`src/rtl/sxb_pkg.sv`:
```
// Shared constants, codes and types of the sprite XOR blitter.
// No dependencies; every other file but sxb_ram takes names from here by scope.
package sxb_pkg;

   // Screen size; both are powers of two so reductions are bit masks.
   localparam int SCREEN_WIDTH  = 64;
   localparam int SCREEN_HEIGHT = 32;
   localparam int X_BITS        = $clog2(SCREEN_WIDTH);
   localparam int Y_BITS        = $clog2(SCREEN_HEIGHT);

   localparam int LINE_BITS     = 64;
   localparam int LINE_IDX_BITS = $clog2(LINE_BITS);

   localparam int OFF_BITS      = 4;
   localparam int ROW_BITS      = 8;
   localparam int LINE_SEL_BITS = 5;
   localparam int COORD_BITS    = 8;

   localparam int YS_BITS       = ((Y_BITS > OFF_BITS) ? Y_BITS : OFF_BITS) + 1;

   localparam int PIX_STEPS     = ROW_BITS;
   localparam int STEP_BITS     = $clog2(PIX_STEPS);
   localparam logic [STEP_BITS-1:0] STEP_LAST = STEP_BITS'(PIX_STEPS - 1);

   localparam logic CMD_DRAW  = 1'b0;
   localparam logic CMD_READ  = 1'b1;
   localparam logic KIND_DRAW = 1'b0;
   localparam logic KIND_READ = 1'b1;

   typedef struct packed {
      logic [X_BITS-1:0]    x0;
      logic [STEP_BITS-1:0] step;
      logic                 bit_on;
      logic                 clip;
   } pix_ctl_type;

endpackage

```
`src/rtl/sxb_if.sv`:
```
// Handshake channels of the sprite XOR blitter: request, response, control.
// Depends on sxb_pkg for field widths.
interface sxb_req_if;
   logic                                 valid;
   logic                                 ready;
   logic                                 cmd;
   logic [sxb_pkg::COORD_BITS-1:0]       start_x;
   logic [sxb_pkg::COORD_BITS-1:0]       start_y;
   logic [sxb_pkg::OFF_BITS-1:0]         row_offset;
   logic [sxb_pkg::ROW_BITS-1:0]         row_bits;
   logic                                 last_row;
   logic [sxb_pkg::LINE_SEL_BITS-1:0]    display_row;

   modport source (output valid, cmd, start_x, start_y, row_offset, row_bits, last_row,
                   display_row, input ready);
   modport sink   (input valid, cmd, start_x, start_y, row_offset, row_bits, last_row,
                   display_row, output ready);
endinterface

interface sxb_rsp_if;
   logic                           valid;
   logic                           ready;
   logic                           kind;
   logic                           collision;
   logic [sxb_pkg::LINE_BITS-1:0]  row_pixels;

   modport source (output valid, kind, collision, row_pixels, input ready);
   modport sink   (input valid, kind, collision, row_pixels, output ready);
endinterface

interface sxb_csr_if;
   logic valid;
   logic ready;
   logic clip_mode;

   modport source (output valid, clip_mode, input ready);
   modport sink   (input valid, clip_mode, output ready);
endinterface

```
`src/rtl/sprite_xor_blitter_core.sv`:
```
// Top level of the sprite XOR blitter: sequencer, frame buffer and channels.
// Depends on sxb_pkg, sxb_if, sxb_ram and sxb_pix.
//
//   port  dir  carries
//   req   in   draw one sprite row / read one display line
//   rsp   out  draw-done word with collision / 64-pixel line word
//   csr   in   clip_mode write, always ready
//
// Draw: fetch, load, 8 pixel steps through the shared pixel unit, write back,
// finish. Read: fetch, load, finish. A row off the bottom in clip mode: finish.
// Finish of a read or last draw row waits while the output register holds an
// untaken word. Reset clears the frame buffer at once via per-line valid bits.
module sprite_xor_blitter_core (
   input  logic      clock,
   input  logic      reset,
   sxb_req_if.sink   req,
   sxb_rsp_if.source rsp,
   sxb_csr_if.sink   csr
);

   typedef enum logic [2:0] {
      S_IDLE,
      S_FETCH,
      S_LOAD,
      S_PIX,
      S_WRITE,
      S_DONE
   } state_type;

   state_type                              state_ff;
   logic                                   clip_ff;
   logic                                   collision_ff;
   logic [sxb_pkg::SCREEN_HEIGHT-1:0]      valid_ff;
   logic                                   rd_valid_ff;

   logic                                   cmd_ff;
   logic                                   last_ff;
   logic                                   in_range_ff;
   logic [sxb_pkg::Y_BITS-1:0]             y_ff;
   logic [sxb_pkg::X_BITS-1:0]             x0_ff;
   logic [sxb_pkg::ROW_BITS-1:0]           bits_ff;
   logic [sxb_pkg::STEP_BITS-1:0]          step_ff;
   logic [sxb_pkg::LINE_BITS-1:0]          line_ff;
   logic [sxb_pkg::LINE_BITS-1:0]          line_in;

   logic                                   rsp_valid_ff;
   logic                                   rsp_kind_ff;
   logic                                   rsp_collision_ff;
   logic [sxb_pkg::LINE_BITS-1:0]          rsp_pixels_ff;

   logic [sxb_pkg::YS_BITS-1:0]            y_sum;
   logic                                   y_over;
   logic                                   accept;
   logic                                   rsp_load;
   logic                                   pix_hit;
   logic [sxb_pkg::LINE_BITS-1:0]          rd_data;
   sxb_pkg::pix_ctl_type                   pix_ctl;

   assign accept    = req.valid && req.ready;
   assign req.ready = (state_ff == S_IDLE);
   assign csr.ready = 1'b1;

   assign rsp_load = (state_ff == S_DONE)
                     && !(cmd_ff == sxb_pkg::CMD_DRAW && !last_ff)
                     && (!rsp_valid_ff || rsp.ready);

   assign rsp.valid      = rsp_valid_ff;
   assign rsp.kind       = rsp_kind_ff;
   assign rsp.collision  = rsp_collision_ff;
   assign rsp.row_pixels = rsp_pixels_ff;

   always_comb begin
      y_sum  = sxb_pkg::YS_BITS'(req.start_y[sxb_pkg::Y_BITS-1:0])
               + sxb_pkg::YS_BITS'(req.row_offset);
      y_over = (y_sum >= sxb_pkg::YS_BITS'(sxb_pkg::SCREEN_HEIGHT));
   end

   always_comb begin
      pix_ctl.x0     = x0_ff;
      pix_ctl.step   = step_ff;
      pix_ctl.bit_on = bits_ff[sxb_pkg::ROW_BITS-1];
      pix_ctl.clip   = clip_ff;
   end

   sxb_pix u_pix (
      .ctl      (pix_ctl),
      .line_cur (line_ff),
      .line_new (line_in),
      .hit      (pix_hit)
   );

   sxb_ram #(
      .WIDTH (sxb_pkg::LINE_BITS),
      .DEPTH (sxb_pkg::SCREEN_HEIGHT)
   ) u_fb (
      .clock   (clock),
      .wr_en   (state_ff == S_WRITE),
      .wr_addr (y_ff),
      .wr_data (line_ff),
      .rd_en   (state_ff == S_FETCH),
      .rd_addr (y_ff),
      .rd_data (rd_data)
   );

   always_ff @(posedge clock) begin
      if (reset) begin
         state_ff     <= S_IDLE;
         clip_ff      <= 1'b1;
         collision_ff <= 1'b0;
         valid_ff     <= '0;
         rsp_valid_ff <= 1'b0;
      end else begin
         if (csr.valid) begin
            clip_ff <= csr.clip_mode;
         end
         if (rsp_load) begin
            rsp_valid_ff <= 1'b1;
         end else if (rsp_valid_ff && rsp.ready) begin
            rsp_valid_ff <= 1'b0;
         end

         case (state_ff)
            S_IDLE: begin
               if (accept) begin
                  cmd_ff  <= req.cmd;
                  last_ff <= req.last_row;
                  x0_ff   <= req.start_x[sxb_pkg::X_BITS-1:0];
                  bits_ff <= req.row_bits;
                  if (req.cmd == sxb_pkg::CMD_READ) begin
                     y_ff        <= sxb_pkg::Y_BITS'(req.display_row);
                     in_range_ff <= (32'(req.display_row) < sxb_pkg::SCREEN_HEIGHT);
                     state_ff    <= S_FETCH;
                  end else begin
                     y_ff        <= y_sum[sxb_pkg::Y_BITS-1:0];
                     in_range_ff <= 1'b1;
                     state_ff    <= (y_over && clip_ff) ? S_DONE : S_FETCH;
                  end
               end
            end
            S_FETCH: begin
               rd_valid_ff <= valid_ff[y_ff];
               state_ff    <= S_LOAD;
            end
            S_LOAD: begin
               line_ff  <= (rd_valid_ff && in_range_ff) ? rd_data : '0;
               step_ff  <= '0;
               state_ff <= (cmd_ff == sxb_pkg::CMD_READ) ? S_DONE : S_PIX;
            end
            S_PIX: begin
               line_ff <= line_in;
               bits_ff <= bits_ff << 1;
               step_ff <= step_ff + sxb_pkg::STEP_BITS'(1);
               if (pix_hit) begin
                  collision_ff <= 1'b1;
               end
               if (step_ff == sxb_pkg::STEP_LAST) begin
                  state_ff <= S_WRITE;
               end
            end
            S_WRITE: begin
               valid_ff[y_ff] <= 1'b1;
               state_ff       <= S_DONE;
            end
            S_DONE: begin
               if (cmd_ff == sxb_pkg::CMD_DRAW && !last_ff) begin
                  state_ff <= S_IDLE;
               end else if (rsp_load) begin
                  if (cmd_ff == sxb_pkg::CMD_READ) begin
                     rsp_kind_ff      <= sxb_pkg::KIND_READ;
                     rsp_collision_ff <= 1'b0;
                     rsp_pixels_ff    <= line_ff;
                  end else begin
                     rsp_kind_ff      <= sxb_pkg::KIND_DRAW;
                     rsp_collision_ff <= collision_ff;
                     rsp_pixels_ff    <= '0;
                     collision_ff     <= 1'b0;
                  end
                  state_ff <= S_IDLE;
               end
            end
            default: begin
               state_ff <= S_IDLE;
            end
         endcase
      end
   end

endmodule

```
`src/rtl/sxb_ram.sv`:
```
// Generic single-port-write, single-port-read RAM with registered read data.
// No dependencies.
module sxb_ram #(
   parameter int WIDTH = 64,
   parameter int DEPTH = 32
) (
   input  logic                     clock,
   input  logic                     wr_en,
   input  logic [$clog2(DEPTH)-1:0] wr_addr,
   input  logic [WIDTH-1:0]         wr_data,
   input  logic                     rd_en,
   input  logic [$clog2(DEPTH)-1:0] rd_addr,
   output logic [WIDTH-1:0]         rd_data
);

   logic [WIDTH-1:0] mem_ff [DEPTH];
   logic [WIDTH-1:0] rd_data_ff;

   always_ff @(posedge clock) begin
      if (wr_en) begin
         mem_ff[wr_addr] <= wr_data;
      end
      if (rd_en) begin
         rd_data_ff <= mem_ff[rd_addr];
      end
   end

   assign rd_data = rd_data_ff;

endmodule

```
`src/rtl/sxb_pix.sv`:
```
// Shared pixel unit: places one sprite pixel on a display line by XOR.
// Depends on sxb_pkg for widths and the control struct.
module sxb_pix (
   input  sxb_pkg::pix_ctl_type            ctl,
   input  logic [sxb_pkg::LINE_BITS-1:0]   line_cur,
   output logic [sxb_pkg::LINE_BITS-1:0]   line_new,
   output logic                            hit
);

   logic [sxb_pkg::X_BITS:0]          col_sum;
   logic                              col_over;
   logic [sxb_pkg::LINE_IDX_BITS-1:0] bit_idx;
   logic                              active;
   logic [sxb_pkg::LINE_BITS-1:0]     mask;

   always_comb begin
      col_sum  = {1'b0, ctl.x0} + (sxb_pkg::X_BITS + 1)'(ctl.step);
      col_over = col_sum[sxb_pkg::X_BITS];
      bit_idx  = sxb_pkg::LINE_IDX_BITS'(sxb_pkg::LINE_BITS - 1)
                 - sxb_pkg::LINE_IDX_BITS'(col_sum[sxb_pkg::X_BITS-1:0]);
      active   = ctl.bit_on && !(col_over && ctl.clip);
      mask     = active ? (sxb_pkg::LINE_BITS'(1) << bit_idx) : '0;
      hit      = |(line_cur & mask);
      line_new = line_cur ^ mask;
   end

endmodule

```
`src/flat_wrapper.sv`:
```
// flat-port wrapper written by rule: the top's interface ports become plain ports
module sprite_xor_blitter_core_flat 
  (clock, reset, req_valid, req_cmd, req_start_x, req_start_y, req_row_offset, req_row_bits, req_last_row, req_display_row, req_ready, rsp_valid, rsp_kind, rsp_collision, rsp_row_pixels, rsp_ready, csr_valid, csr_clip_mode, csr_ready);
  sxb_req_if req_i ();
  sxb_rsp_if rsp_i ();
  sxb_csr_if csr_i ();
  input  logic clock;
  input  logic reset;
  input wire logic [$bits(req_i.valid)-1:0] req_valid;
  input wire logic [$bits(req_i.cmd)-1:0] req_cmd;
  input wire logic [$bits(req_i.start_x)-1:0] req_start_x;
  input wire logic [$bits(req_i.start_y)-1:0] req_start_y;
  input wire logic [$bits(req_i.row_offset)-1:0] req_row_offset;
  input wire logic [$bits(req_i.row_bits)-1:0] req_row_bits;
  input wire logic [$bits(req_i.last_row)-1:0] req_last_row;
  input wire logic [$bits(req_i.display_row)-1:0] req_display_row;
  output wire logic [$bits(req_i.ready)-1:0] req_ready;
  output wire logic [$bits(rsp_i.valid)-1:0] rsp_valid;
  output wire logic [$bits(rsp_i.kind)-1:0] rsp_kind;
  output wire logic [$bits(rsp_i.collision)-1:0] rsp_collision;
  output wire logic [$bits(rsp_i.row_pixels)-1:0] rsp_row_pixels;
  input wire logic [$bits(rsp_i.ready)-1:0] rsp_ready;
  input wire logic [$bits(csr_i.valid)-1:0] csr_valid;
  input wire logic [$bits(csr_i.clip_mode)-1:0] csr_clip_mode;
  output wire logic [$bits(csr_i.ready)-1:0] csr_ready;
  assign req_i.valid = req_valid;
  assign req_i.cmd = req_cmd;
  assign req_i.start_x = req_start_x;
  assign req_i.start_y = req_start_y;
  assign req_i.row_offset = req_row_offset;
  assign req_i.row_bits = req_row_bits;
  assign req_i.last_row = req_last_row;
  assign req_i.display_row = req_display_row;
  assign req_ready = req_i.ready;
  assign rsp_valid = rsp_i.valid;
  assign rsp_kind = rsp_i.kind;
  assign rsp_collision = rsp_i.collision;
  assign rsp_row_pixels = rsp_i.row_pixels;
  assign rsp_i.ready = rsp_ready;
  assign csr_i.valid = csr_valid;
  assign csr_i.clip_mode = csr_clip_mode;
  assign csr_ready = csr_i.ready;
  sprite_xor_blitter_core u_core (.clock(clock), .reset(reset), .req(req_i), .rsp(rsp_i), .csr(csr_i));
endmodule
```
`config.mk`:
```
export PLATFORM = sky130hd
export DESIGN_NAME = sprite_xor_blitter_core_flat
export DESIGN_NICKNAME = d
export VERILOG_FILES = /design/src/rtl/sxb_pkg.sv /design/src/rtl/sxb_if.sv /design/src/rtl/sprite_xor_blitter_core.sv /design/src/rtl/sxb_ram.sv /design/src/rtl/sxb_pix.sv /design/src/flat_wrapper.sv
export SDC_FILE = /design/constraint.sdc
export NUM_CORES = 2
export LEC_CHECK = 0
export BUFFER_PORTS_ARGS = -buffer_cell sky130_fd_sc_hd__buf_2
export CAP_MARGIN = 20
export CORE_ASPECT_RATIO = 0.9
export CORE_MARGIN = 2
export CORE_UTILIZATION = 50
export CTS_BUF_LIST = sky130_fd_sc_hd__clkbuf_8
export CTS_CLUSTER_DIAMETER = 80
export DETAILED_ROUTE_END_ITERATION = 16
export PLACE_DENSITY = 0.67
export SLEW_MARGIN = 30
export SYNTH_ARGS = -nofsm -noshare
export SYNTH_HDL_FRONTEND = slang
export SYNTH_HIERARCHICAL = 1
export SYNTH_SLANG_ARGS = --single-unit
```
`constraint.sdc`:
```
create_clock -name clock -period 15.86 [get_ports clock]
set_input_delay 3.172 -clock clock [delete_from_list [all_inputs] [get_ports clock]]
set_output_delay 3.172 -clock clock [all_outputs]
set_load 0.02 [all_outputs]
```
# Yosys cells after proc, flatten, opt, wreduce, memory -nomap -nowiden
# Memories as Yosys holds them, arrays and structs flattened. A register that Yosys moved wholly into a read port is not among the register bits.
# Index checks and enable logic that the tools add are counted.
# W data, S select, Z words.
[op_classes] add_sub_neg=4 multipliers=0 div_mod_pow=0 magnitude_cmp=3 n_eq_ne=13 shifts=1 muxes=29 bitwise_logic=6 n_reduce_logical=27
[ops] cell="$mux W64" count=2
[ops] cell="$pmux W64 S2" count=1
[ops] cell="$and A64 B64 Y64" count=1
[ops] cell="$reduce_or A64 Y1" count=1
[ops] cell="$shl A1 B6 Y64 const A" count=1
[ops] cell="$xor A64 B64 Y64" count=1
[ops] cell="$or A32 B32 Y32" count=1
[ops] cell="$mux W3" count=7
[ops] cell="$pmux W3 S6" count=1
[ops] cell="$pmux W8 S2" count=1
[ops] cell="$mux W1" count=11
[ops] cell="$eq A3 B3 Y1 const B" count=3
[ops] cell="$logic_and A1 B1 Y1" count=9
[ops] cell="$reduce_and A3 Y1" count=3
[ops] cell="$mux W8" count=1
[ops] cell="$reduce_bool A2 Y1" count=4
[ops] cell="$add A6 B3 Y7" count=1
[ops] cell="$add A5 B4 Y6" count=1
[ops] cell="$eq A3 B2 Y1 const B" count=2
[ops] cell="$ge A6 B6 Y1 const B" count=1
[ops] cell="$lt A5 B6 Y1 const B" count=1
[ops] cell="$ne A2 B1 Y1 const B" count=3
[ops] cell="$ne A2 B2 Y1 const B" count=3
[ops] cell="$pmux W3 S2" count=1
[ops] cell="other kinds (16)" count=22
[word_totals] ff_bits=193 latch_bits=0 mem_bits_rw=2048 romBits=0 inputBits=41 output_inout_bits=69 word_cells=100 memories=1
[mem_list] memory="u_core.u_fb.mem_ff" depth=32 word_bits=64 rd=1 rd_clocked_by_memory_dff=1 wr=1 line_no="sxb_ram.sv:16" source="logic [WIDTH-1:0] mem_ff [DEPTH];"

# Logic depth before layout (Yosys ltp)
[depth] ltp_word=9 ltp_mapped=14 depth_no_buf=13

# By module
# The synthesis kept the hierarchy.
[by_module_without_submodules] mod="sxb_ram" instances=1 cells_per_inst=3096 area_each_um2=79605.1 seq_area_each_um2=63420.8
[by_module_without_submodules] mod="sprite_xor_blitter_core" instances=1 cells_per_inst=713 area_each_um2=8145.3 seq_area_each_um2=5415.2
[by_module_without_submodules] mod="sxb_pix" instances=1 cells_per_inst=215 area_each_um2=1740.4 seq_area_each_um2=0.0

# Least setup slack after synthesis
# Ideal clock, no wire load.
[synth_path] path_kind="input -> register" from="input port reset" to="register u_core.rsp_collision_ff, in the netlist u_core/rsp.collision, enable pin" setup_time_ps=653 arrival_ps=9864 required_time_ps=15207 setup_slack_ps=5343 stages=3 n_path_buf=2 path_cell_list="clkbuf_1 > clkbuf_1 > nor4_1"
[synth_between] elab_chain_len=2
[synth_lines] element="start, declared" line_no="flat_wrapper.sv:8" source="input logic reset;"
[synth_lines] element="$not A1 Y1 (no line)"
[synth_lines] element="$reduce_and A4 Y1 (no line)"
[synth_lines] element="end signal, assigned" line_no="sprite_xor_blitter_core.sv:174" source="rsp_collision_ff <= collision_ff;"
[synth_lines] element="end, declared" line_no="sprite_xor_blitter_core.sv:48" source="logic rsp_collision_ff;"
# Every way passes these cells.
# A chain may end at the register's enable or synchronous reset.

# Worst setup path after layout
[layout_path] from="register u_core.state_ff[0]" to="output port req_ready"
[layout_between] elab_chain_len=1
[layout_lines] element="start, declared" line_no="sprite_xor_blitter_core.sv:30" source="state_type state_ff;"
[layout_lines] element="start signal, assigned" line_no="sprite_xor_blitter_core.sv:136" source="state_ff <= (y_over && clip_ff) ? S_DONE : S_FETCH;"
[layout_lines] element="start signal, assigned" line_no="sprite_xor_blitter_core.sv:147" source="state_ff <= (cmd_ff == sxb_pkg::CMD_READ) ? S_DONE : S_PIX;"
[layout_lines] element="$logic_not A3 Y1" line_no="sprite_xor_blitter_core.sv:60" source="assign req.ready = (state_ff == S_IDLE);"
[layout_lines] element="end, declared" line_no="flat_wrapper.sv:17" source="output wire logic [$bits(req_i.ready)-1:0] req_ready;"
# Every way passes these cells.

==> impl_metrics.ini <==
[run_status]
outcome = completed

[power]
total_power_uw = 12000
p_per_area_nw_per_um2 = 119
p_leak_uw = 0.0326
ir_worst_vdd_mv = 0.0958

[cts]
clock_path_buffers = 4
clock_latency_ns = 1.04
postCtsResizedCells = 0
cts_buffers = 377
cts_tree = built
cts_hold_buf = 0
post_cts_buffers = 0
htreeDepth = 5
cts.sinks = 2305
clk_pin_slew_ns = 0.06
root_buffer = clkbuf_8

[synthesis]
synthArstFlopShare = 0
synthFlopType = edfxtp_1
synth_xor_area_frac = 0.000587
syn-cell-area_um2 = 89500
ys_types = 64
synth_top_family_by_area = multiplexers
synth-simple-area-share = 0.0291
ys_seq_area_frac = 0.769
yosysWarnings = 6
syn_area_per_cell_um2 = 22.2
ys_seq_elements = 2305
synth_fa_ha_area_frac = 0.0107
synth_edf_count = 2267
synth-compound-area-share = 0.0114
synth.area.mux_share = 0.167
syn-num-nets = 4140
syn-instance-count = 4024

[final_layout]
drive_above_1_share = 0.310
final_common_cell = edfxtp_1
final_cell_mix = 2267 x edfxtp_1, 602 x mux4_2, 387 x clkbuf_8
multi_input_area_um2 = 19900
nNetsFinal = 4595
regArea_um2 = 68800
fillers = 13100
fin_util = 0.565
syn2layout_area_growth_pct = 12.4

[sta]
fmax_mhz = 189
hold_viol_final = 0
finalSetupViolations = 0
setup_tns_ns = 0
slew_headroom = 0.291
period_share = 0.334
slew_violations = 0
tightest_slew_ns = 1.06
clock_skew_ns = 0.0935
rsz0062_at_grt = false
period_needed_ns = 5.30
whs_ns = 0.470

[die]
initial_core_util = 0.503
die_w_um = 450
ios = 110
fp-row-count = 147
die-area_um2 = 182000
core_area_um2 = 178000
dieHeight_um = 405

[placement]
gp_congestion = 0.842
dp.final_hpwl_mm = 118
io_buffers = 103

[detailed_routing]
wl_mm = 227
drc = 0
wl_per_cell_um = 31.8
dr.pass1.iters = 8
ant_nets = 0
vias = 44400
drtIter0Drc = 5672
post_drt_via_cell_ratio = 6.22

[worst_setup_path]
crit_path_top_delay_cell = dfxtp_1
crit_family = flip-flops
worstSetupEndpointType = output pin
start_kind = flop
crit_buf_inv = 1
critPathMaxFanout = 13
max_stage_delay_ns = 0.44
arrival_ns = 2.12
crit_type = reg -> out
critPathRequiredTime_ns = 12.69
cp_cell_sequence = nor3_1 -> buf_2

[grt]
grt_pass1_wl_mm = 320
grt.total_usage = 0.249
grt_max_degree = 129
overflow = 0
antenna_found_initial = 4
grt_pass1_vias = 43900

[hold_path]
hold_class = reg -> reg

[job]
cap_viol_max_count = 0
==> power breakdown <==
part / total (uW) / internal (uW) / switching (uW)
Clock: 4560 / 2320 / 2240
Sequential: 6780 / 6730 / 46.4
Combinational: 636 / 274 / 362
==> layout make-up <==
cell class / count / area share
inverter: 10 / 0.000373
antenna: 9 / 0.000224
multi-input combinational: 1496 / 0.197
sequential: 2305 / 0.684
timing repair buffer: 289 / 0.0238
clock inverter: 248 / 0.0113
clock buffer: 387 / 0.0529
tap: 2384 / 0.0297
==> path summary, 6_finish.rpt <==
kind	start	cells past startpoint	end	slack, ns
worst max register to register	u_core/y_ff[0]$_DFFE_PP_	7	u_core/u_fb/rd_data[17]$_DFFE_PP_	11.00
worst min-delay path	u_core/valid_ff[11]$_SDFFE_PP0P_	2	u_core/valid_ff[11]$_SDFFE_PP0P_	0.47
worst max-delay path	u_core/state_ff[0]$_SDFFE_PP0P_	2	req_ready	10.56
worst min register to register	u_core/valid_ff[11]$_SDFFE_PP0P_	2	u_core/valid_ff[11]$_SDFFE_PP0P_	0.47
==> registers in the layout, summed over array words and instances (netlist names) <==
register,flops
u_core/valid_ff,32
u_core/bits_ff,8
u_core/last_ff,1
u_core/rsp.row_pixels,64
u_core/rd_valid_ff,1
u_core/u_fb/rd_data,64
u_core/u_fb/mem_ff,2048
u_core/rsp.collision,1
u_core/y_ff,5
u_core/line_ff,64
u_core/state_ff,3
u_core/step_ff,3
u_core/cmd_ff,1
u_core/x0_ff,6
u_core/rsp.valid,1
u_core/clip_ff,1
u_core/collision_ff,1
u_core/rsp.kind,1
==> cells by family after synthesis <==
| logic type | Yosys count |
|---|---|
| other | 1 |
| buffers and inverters | 223 |
| flip-flops | 2305 |
| AO/OA/AOI/OAI | 142 |
| multiplexers | 733 |
| XOR/XNOR | 6 |
| adder cells (fa/ha/maj) | 75 |
| AND/OR/NAND/NOR | 539 |
==> synth_stat cells, types with 38 or more instances <==
cell type,number,area (um2)
nand3_1,72,360
dfxtp_1,38,761
ha_1,73,913
clkbuf_1,78,293
buf_2,85,425
mux2_2,78,878
nor2_1,130,488
nand2_1,170,638
edfxtp_1,2267,68100
mux4_2,602,13600
mux2i_1,53,531
and2_1,70,438
a21oi_1,40,200
==> metal layers <==
metal	wire, um	track usage
met1	88600	0.347
met2	109000	0.398
met3	20400	0.0424
met4	8670	0.0921
met5	20	0
==> per-stage QoR <==
stage	std cells	cell area (um2)	setup slack, ns
floorplan	4024	89500	5.34
global placement	6417	93200	10.43
detailed placement	6433	93500	10.40
CTS	7068	99900	10.49
global route	7126	101000	10.49
finish	7128	101000	10.56
==> tightest hold or removal path, cell delays in order (launching register included) <==
cell and delay, ns:
dfxtp_1 0.33, a21oi_1 0.04, nor2_1 0.07
No activity file was read; power rests on OpenSTA's default activity.
